File: src/design/ttw_pkg.sv
// text terminal writer: shared types, sizes, codes and the cell format
// no dependencies
package ttw_pkg;

	localparam int COLUMNS = 80;
	localparam int ROWS    = 25;
	localparam int CELLS   = COLUMNS * ROWS;

	localparam int CELL_AW   = $clog2(CELLS);
	localparam int CUR_W     = $clog2(CELLS + 1);
	localparam int COL_W     = $clog2(COLUMNS);
	localparam int CELL_W    = 16;
	localparam int CMD_W     = 2;
	localparam int CHAR_W    = 8;
	localparam int IDX_W     = 11;
	localparam int POS_W     = 11;
	localparam int COLOR_W   = 4;
	localparam int CFG_IDX_W = 4;

	localparam logic [CHAR_W-1:0]    NEWLINE_CODE = 8'd10;
	localparam logic [COLOR_W-1:0]   RESET_FG     = 4'hF;
	localparam logic [COLOR_W-1:0]   RESET_BG     = 4'h0;
	localparam logic [CELL_W-1:0]    RESET_CELL   = {RESET_BG, RESET_FG, 8'h00};

	localparam logic [CFG_IDX_W-1:0] REG_FG = 4'd0;
	localparam logic [CFG_IDX_W-1:0] REG_BG = 4'd1;

	typedef enum logic [CMD_W-1:0] {
		CMD_PUT  = 2'd0,
		CMD_FILL = 2'd1,
		CMD_READ = 2'd2,
		CMD_NONE = 2'd3
	} cmd_t;

	typedef enum logic [3:0] {
		ST_CLEAR,
		ST_IDLE,
		ST_SCROLL,
		ST_BLANK,
		ST_PUT,
		ST_FILL,
		ST_READ,
		ST_RDATA,
		ST_DONE
	} state_t;

	typedef struct packed {
		logic              valid;
		logic [CELL_W-1:0] data;
		logic [POS_W-1:0]  pos;
	} res_t;

	function automatic logic [CELL_W-1:0] make_cell(
		input logic [COLOR_W-1:0] bg,
		input logic [COLOR_W-1:0] fg,
		input logic [CHAR_W-1:0]  ch
	);
		return {bg, fg, ch};
	endfunction

endpackage

File: src/design/ttw_ctrl.sv
// text terminal writer: command sequencer with the shared cell address counter
// depends on ttw_pkg
module ttw_ctrl (
	input  logic                          clk,
	input  logic                          arst_n,
	input  logic                          in_valid,
	output logic                          in_ready,
	input  logic [ttw_pkg::CMD_W-1:0]     cmd,
	input  logic [ttw_pkg::CHAR_W-1:0]    char_code,
	input  logic [ttw_pkg::IDX_W-1:0]     cell_index,
	input  logic [ttw_pkg::COLOR_W-1:0]   fg,
	input  logic [ttw_pkg::COLOR_W-1:0]   bg,
	output ttw_pkg::res_t                 res,
	input  logic                          res_ready,
	output logic                          mem_we,
	output logic [ttw_pkg::CELL_AW-1:0]   mem_waddr,
	output logic [ttw_pkg::CELL_W-1:0]    mem_wdata,
	output logic [ttw_pkg::CELL_AW-1:0]   mem_raddr,
	input  logic [ttw_pkg::CELL_W-1:0]    mem_rdata
);
	import ttw_pkg::*;

	state_t              state_q, state_d;
	logic [CELL_AW-1:0]  cnt_q, cnt_d;
	logic [CUR_W-1:0]    cursor_q, cursor_d;
	logic [COL_W-1:0]    col_q, col_d;
	logic [CELL_W-1:0]   data_q, data_d;
	logic [CHAR_W-1:0]   char_q;
	logic [CELL_AW-1:0]  ridx_q;
	logic                load;
	logic                cpy_s1, cpy_d;
	logic [CELL_AW-1:0]  cpy_addr_s1;

	always_ff @(posedge clk or negedge arst_n) begin
		if (!arst_n) begin
			state_q  <= ST_CLEAR;
			cnt_q    <= '0;
			cursor_q <= '0;
			col_q    <= '0;
			cpy_s1   <= 1'b0;
		end else begin
			state_q  <= state_d;
			cnt_q    <= cnt_d;
			cursor_q <= cursor_d;
			col_q    <= col_d;
			cpy_s1   <= cpy_d;
		end
	end

	always_ff @(posedge clk) begin
		data_q      <= data_d;
		cpy_addr_s1 <= cnt_q;
		if (load) begin
			char_q <= char_code;
			ridx_q <= CELL_AW'(cell_index);
		end
	end

	always_comb begin
		state_d   = state_q;
		cnt_d     = cnt_q;
		cursor_d  = cursor_q;
		col_d     = col_q;
		data_d    = data_q;
		cpy_d     = 1'b0;
		load      = 1'b0;
		in_ready  = 1'b0;
		mem_we    = 1'b0;
		mem_waddr = cnt_q;
		mem_wdata = make_cell(bg, fg, char_q);
		mem_raddr = cnt_q + CELL_AW'(COLUMNS);
		res.valid = 1'b0;
		res.data  = data_q;
		res.pos   = POS_W'(cursor_q);
		unique case (state_q)
			ST_CLEAR: begin
				mem_we    = 1'b1;
				mem_wdata = RESET_CELL;
				cnt_d     = cnt_q + 1'b1;
				if (cnt_q == CELL_AW'(CELLS - 1)) begin
					cnt_d   = '0;
					state_d = ST_IDLE;
				end
			end
			ST_IDLE: begin
				in_ready = 1'b1;
				if (in_valid) begin
					load   = 1'b1;
					data_d = '0;
					cnt_d  = '0;
					unique case (cmd_t'(cmd))
						CMD_PUT: begin
							state_d = (cursor_q == CUR_W'(CELLS)) ? ST_SCROLL : ST_PUT;
						end
						CMD_FILL: state_d = ST_FILL;
						CMD_READ: begin
							state_d = (int'(cell_index) < CELLS) ? ST_READ : ST_DONE;
						end
						CMD_NONE: state_d = ST_DONE;
						default:  state_d = ST_DONE;
					endcase
				end
			end
			ST_SCROLL: begin
				// copy pipeline: read row below, write in the next cycle
				if (cpy_s1) begin
					mem_we    = 1'b1;
					mem_waddr = cpy_addr_s1;
					mem_wdata = mem_rdata;
				end
				if (cnt_q == CELL_AW'(CELLS - COLUMNS)) begin
					state_d = ST_BLANK;
				end else begin
					cpy_d = 1'b1;
					cnt_d = cnt_q + 1'b1;
				end
			end
			ST_BLANK: begin
				mem_we    = 1'b1;
				mem_wdata = make_cell(bg, fg, '0);
				cnt_d     = cnt_q + 1'b1;
				if (cnt_q == CELL_AW'(CELLS - 1)) begin
					cnt_d    = '0;
					cursor_d = cursor_q - CUR_W'(COLUMNS);
					col_d    = '0;
					state_d  = ST_PUT;
				end
			end
			ST_PUT: begin
				if (char_q == NEWLINE_CODE) begin
					cursor_d = cursor_q + CUR_W'(COLUMNS) - CUR_W'(col_q);
					col_d    = '0;
				end else begin
					mem_we    = 1'b1;
					mem_waddr = CELL_AW'(cursor_q);
					cursor_d  = cursor_q + 1'b1;
					col_d     = (col_q == COL_W'(COLUMNS - 1)) ? '0 : col_q + 1'b1;
				end
				state_d = ST_DONE;
			end
			ST_FILL: begin
				mem_we = 1'b1;
				cnt_d  = cnt_q + 1'b1;
				if (cnt_q == CELL_AW'(CELLS - 1)) begin
					cnt_d   = '0;
					state_d = ST_DONE;
				end
			end
			ST_READ: begin
				mem_raddr = ridx_q;
				state_d   = ST_RDATA;
			end
			ST_RDATA: begin
				data_d  = mem_rdata;
				state_d = ST_DONE;
			end
			ST_DONE: begin
				res.valid = 1'b1;
				if (res_ready) begin
					state_d = ST_IDLE;
				end
			end
			default: state_d = ST_IDLE;
		endcase
	end

`ifndef SYNTHESIS
	a_cursor_range: assert property (@(posedge clk) disable iff (!arst_n)
		cursor_q <= CUR_W'(CELLS))
		else $error("cursor beyond end of screen");
	a_col_at_end: assert property (@(posedge clk) disable iff (!arst_n)
		(cursor_q == CUR_W'(CELLS)) |-> (col_q == '0))
		else $error("column not zero with cursor past end");
	a_busy_after_accept: assert property (@(posedge clk) disable iff (!arst_n)
		(in_valid && in_ready) |=> !in_ready)
		else $error("ready straight after accepting a word");
	a_no_write_idle: assert property (@(posedge clk) disable iff (!arst_n)
		mem_we |-> (state_q != ST_IDLE && state_q != ST_DONE))
		else $error("memory write while idle or holding a result");
`endif

endmodule

File: config.mk
export PLATFORM = sky130hd
export DESIGN_NAME = ttw_ctrl
export DESIGN_NICKNAME = d
export VERILOG_FILES = /design/src/design/ttw_pkg.sv /design/src/design/ttw_ctrl.sv
export SDC_FILE = /design/constraint.sdc
export NUM_CORES = 1
export LEC_CHECK = 0
export BUFFER_PORTS_ARGS = -buffer_cell sky130_fd_sc_hd__clkbuf_2
export CORE_ASPECT_RATIO = 1.2
export CORE_UTILIZATION = 30
export DETAILED_ROUTE_END_ITERATION = 12
export GPL_TIMING_DRIVEN = 0
export SYNTH_ARGS = -nofsm -noshare
export SYNTH_HDL_FRONTEND = slang
export SYNTH_SLANG_ARGS = --single-unit
File: constraint.sdc
create_clock -name clk -period 3.2 [get_ports clk]
set_clock_uncertainty 0.15 [all_clocks]
set_input_delay 0.64 -clock clk [delete_from_list [all_inputs] [get_ports clk]]
set_output_delay 0.64 -clock clk [all_outputs]
set_load 0.01 [all_outputs]
# After elaboration in Yosys (flattened, before gate mapping)
# Cells that the tools add are included.
[word_totals] output_inout_bits=68 wordCells=89 in_bits=49 memories=0 romBits=0 latch_bits=0 mem_bits_rw=0 regBits=80
[classes] mul=0 bitwise_logic=0 shift=0 n_eq_ne=23 n_reduce_logical=11 addsub=7 div=0 n_lt_le_gt_ge=1 muxes=38
[op_table] operator="2-to-1 mux 11 bit" n=8
[op_table] operator="case mux 16 bit (3 select lines)" n=1
[op_table] operator="case mux 11 bit (2 select lines)" n=2
[op_table] operator="== test 11 bit, second input constant" n=3
[op_table] operator="case mux 11 bit (3 select lines)" n=1
[op_table] operator="2-to-1 mux 16 bit" n=2
[op_table] operator="case mux 16 bit (2 select lines)" n=1
[op_table] operator="case mux 4 bit (8 select lines)" n=1
[op_table] operator="2-to-1 mux 4 bit" n=7
[op_table] operator="adder 11 x 1 -> 11 bit, second input constant" n=2
[op_table] operator="adder 11 x 7 -> 11 bit, second input constant" n=2
[op_table] operator="2-to-1 mux 7 bit" n=3
[op_table] operator="== test 4 x 3 -> 1 bit, second input constant" n=4
[op_table] operator="case mux 4 bit (4 select lines)" n=1
[op_table] operator="inequality test 2 bit, second input constant" n=7
[op_table] operator="case mux 7 bit (2 select lines)" n=1
[op_table] operator="< comparator 11 bit, second input constant" n=1
[op_table] operator="subtractor 11 x 7 -> 11 bit" n=1
[op_table] operator="subtractor 11 x 7 -> 11 bit, second input constant" n=1
[op_table] operator="== test 4 x 2 -> 1 bit, second input constant" n=2
[op_table] operator="== test 8 x 4 -> 1 bit, second input constant" n=1
[op_table] operator="2-to-1 mux 1 bit" n=8
[op_table] operator="adder 7 x 1 -> 7 bit, second input constant" n=1
[op_table] operator="== test 7 bit, second input constant" n=1
[op_table] operator="other kinds (15)" n=18

# Longest topological paths before layout
[logic_depth] depth_word=5 mapped_depth=12 ltp_nobuf=12

# Least setup slack after synthesis
# OpenSTA, ideal clock, no wires.
[synth_path] path_type="reg-to-reg" from="reg state_q[1]" to="reg data_q[0] (enable)" setup_time_ps=334 path_buffers=1 stages_incl_launch_ff=5 slack_ps=493 period_less_slack_ps=2707 t_required_ps=2716 arrival_ps=2223 path_cell_list="dfrtp_1 buf_2 nor4b_1 and2_1 or2_2"
[synth_between] elab_chain_cells=3 elab_cells_between_ends=5 classes_between="eq/ne: 3; reduce/logical: 2"
[synth_lines] element="start, declared" line="ttw_ctrl.sv:23" rtl="state_t state_q, state_d;"
[synth_lines] element="start signal, assigned" line="ttw_ctrl.sv:42" rtl="state_q <= state_d;"
[synth_lines] element="== test 4 x 1 -> 1 bit or == test 4 x 3 -> 1 bit (tied branches)" line="ttw_ctrl.sv:75" rtl="unique case (state_q)"
[synth_lines] element="inequality test 2 bit (no source line) or nonzero test 2 bit (tied branches)"
[synth_lines] element="AND reduction 2 bit (no source line) (*)"
[synth_lines] element="end signal, assigned" line="ttw_ctrl.sv:51" rtl="data_q <= data_d;"
[synth_lines] element="end, declared" line="ttw_ctrl.sv:27" rtl="logic [CELL_W-1:0] data_q, data_d;"
# Mark *: on every way between the ends. The rest lies on a longest branch, timed or not.
# A chain may end at the register's enable or synchronous reset.

# Worst setup path in the final report
[layout_path] from="reg char_q[6]" to="out mem_waddr[3] (netlist bit)"
[layout_between] elab_chain_cells=3
[layout_lines] element="start, declared" line="ttw_ctrl.sv:28" rtl="logic [CHAR_W-1:0] char_q;"
[layout_lines] element="start signal, assigned" line="ttw_ctrl.sv:54" rtl="char_q <= char_code;"
[layout_lines] element="== test 8 x 4 -> 1 bit" line="ttw_ctrl.sv:130" rtl="if (char_q == NEWLINE_CODE) begin"
[layout_lines] element="2-to-1 mux 11 bit" line="ttw_ctrl.sv:130"
[layout_lines] element="case mux 11 bit (2 select lines)" line="ttw_ctrl.sv:75"
[layout_lines] element="end, declared" line="ttw_ctrl.sv:16" rtl="output logic [ttw_pkg::CELL_AW-1:0] mem_waddr,"
# Every way passes these cells.

==> qor.txt <==
GRT Total Usage = 15.5%
dpl hpwl = 10400 um
fillers = 1677
DRT iter0 DRCs = 204
Slew @ Worst Pin = 0.938 ns
Cell Pwr Density = 349 nW/um2
worst hold path type = flop to flop
CTS tree = done
Post-Syn Instances = 524
vias in the first global route = 3987
most common cell after layout, fill and taps aside = clkbuf_2
Die W = 119 um
CTS Buf Count = 9
final slew viol count = 0
syn avg cell area = 9.46 um2
antenna violations before repair = 0
Final Setup Violations = 0
fin util = 38.2%
hold_buf cts = 0
async set-or-reset flop fraction in the synthesized netlist = 42.5%
layout cells sized above 1 = 26.6%
Max Cap Viol = 0
peak supply drop = 0.265 mV
status = complete, no violations
EDFF count, synth = 35
crit-path max FO = 10
io pins = 117
delay-heaviest family, CP = simple AND/OR/NAND/NOR gates
Skew-Pair Late Insertion Delay = 0.33 ns
H-tree depth = 3
Max stage delay cell, worst path = nor4_4
fin nets = 734
Initial Utilization = 30.6%
row count = 51
library cells used by synthesis = 71
unrepaired setup endpoints after global routing = no
Slew HR = 37.5%
Leak = 2.68 nW
Worst Path Required = 2.41 ns
syn nets = 605
post-route setup TNS = 0 ns
max incr delay on CP = 0.46 ns
Finished Cell Area = 6190 um2
Most used DFF post-synth = edfxtp_1
Remaining Overflow, GRT = 0
Critical path buffers and inverters = 2
Pre-Repair DR Iteration Count = 6
wire length per cell = 15.4 um
cell area after synthesis = 4960 um2
pin count of the biggest net entering global routing = 35
startpoint types = flop
CTS clk-pin slew, worst paths = 0.07 ns
first-pass GRT wire length = 20600 um
Final period util = 97.0%
Total Wirelength = 13400 um
GPL Wtd Cong = 0.816
Routed Antenna Nets = 0
Max clock buf depth = 2
Core Box Area = 16200 um2
clock tree sinks = 80
CP cell instances = nor4_4, nand2_2, nand2_1, buf_2, nor2_1, a221o_1, clkbuf_2
Crit. End Element = output pin
Crit Path Category = flop to output pin
placed instance area = 5800 um2
ANT cells = 0
clock root buffer = clkbuf_16
sequential fraction of the synthesis area = 42.8%
number of I/O port buffers = 116
DRC errors left = 0
#FFs+latches synth = 80
DR vias/cell = 4.94
Syn-to-layout area delta = 24.8%
most frequent cells in the layout = clkbuf_2, nand2_1, o21ai_0
die area = 17000 um2
Die Y = 143 um
crit path DAT = 2.31 ns
Fmax achieved = 322 MHz
Via Count = 4299
Syn. warnings = 0
Final Hold Fails = 0
Final min period = 3.10 ns
-- state kept, by name, summed over array words and instances, names as in the netlist --
register and count:
data_q 16, col_q 7, cpy_s1 1, char_q 8
cursor_q 11, state_q 4, ridx_q 11, cpy_addr_s1 11
cnt_q 11
-- routing by layer --
metal	GRT usage (%)	vias up	share of wire [%]
met5	0	-	0
met4	5.07	0	1.1
met3	2.64	9	3.8
met2	27.9	101	52
met1	18.7	2045	43
li1	-	2144	-
-- through the flow --
stage / setup slack [ns] / hold WS (ns) / std cells / total power, mW
after floorplan: 0.493 / 0.192 / 524 / 1.09
final: 0.0963 / 0.210 / 870 / 2.16
after detailed placement: 0.0986 / 0.200 / 852 / 1.14
after global placement: 0.127 / 0.194 / 852 / 1.14
after CTS: 0.0206 / 0.211 / 870 / 2.18
after global routing: 0.00409 / 0.219 / 870 / 2.22
-- path summary, 6_finish.rpt --
check | from | depth (start not counted) | slack, ns | endpoint
worst max register to register | cursor_q[2]$_DFFE_PN0P_ | 8 | 0.30 | cursor_q[10]$_DFFE_PN0P_
worst min register to register | cnt_q[8]$_DFFE_PN0P_ | 0 | 0.21 | cpy_addr_s1[8]$_DFF_P_
min in group asynchronous | arst_n | 1 | 0.29 | cursor_q[9]$_DFFE_PN0P_
worst min-delay path | cnt_q[8]$_DFFE_PN0P_ | 0 | 0.21 | cpy_addr_s1[8]$_DFF_P_
max in group asynchronous | arst_n | 1 | 2.03 | state_q[3]$_DFFE_PN0P_
worst max-delay path | char_q[6]$_DFFE_PP_ | 7 | 0.1 | mem_waddr[3]
-- worst register-to-register path, delay by kind of cell, from the launching register on --
family | cells | cell delay (ns)
compound gates | 3 | 1.00
fa+ha+maj | 2 | 0.67
flops | 1 | 0.48
mux | 1 | 0.24
simple gates | 2 | 0.26
-- final cells by class --
cell class                 count  area, um2  share of cell area (%)
clock inverter                 5       56.3                   0.910
clock buffer                  11        243                    3.92
timing repair buffer         119        603                    9.75
sequential                    80       2120                    34.3
tap                          212        265                    4.29
inverter                      33        124                    2.00
buffer                        26        144                    2.33
multi-input combinational    384       2630                    42.5
-- cells in the mapped netlist, drive strengths merged (13+ instances only) --
library cell,n,area [um2]
a22o,13,114
dfrtp,34,851
o21ai,39,195
ha,31,388
and2,23,144
inv,33,124
edfxtp,35,1050
nor2,38,143
nand2,59,221
xor2,16,140
buf,14,86.3
a21oi,22,121
clkbuf,13,48.8
-- report_power, final --
part	total [mW]	internal [mW]	switching (mW)	leakage (nW)
Sequential	1.07	1.07	0	0.832
Clock	1.04	0.625	0.419	0.145
Combinational	0.0494	0.0238	0.0256	1.70
-- cell families after synthesis --
| logic type | count (synthesis) | share of synthesized area [%] |
|---|---|---|
| fa+ha+maj | 32 | 8.23 |
| mux | 6 | 1.29 |
| compound gates | 129 | 17.7 |
| buf+inv | 60 | 5.22 |
| simple gates | 191 | 20.2 |
| flops | 80 | 42.8 |
| xor+xnor | 26 | 4.59 |
-- repair_timing --
action | 4_1_cts | 5_1_grt
gates resized for setup | 10 | 14
setup buffers | 3 | 0
pin swaps | 2 | 0
setup endpoints to repair | 28 | 39
endpoints found under the hold margin | 0 | 0
(Power assumes the default switching activity.)
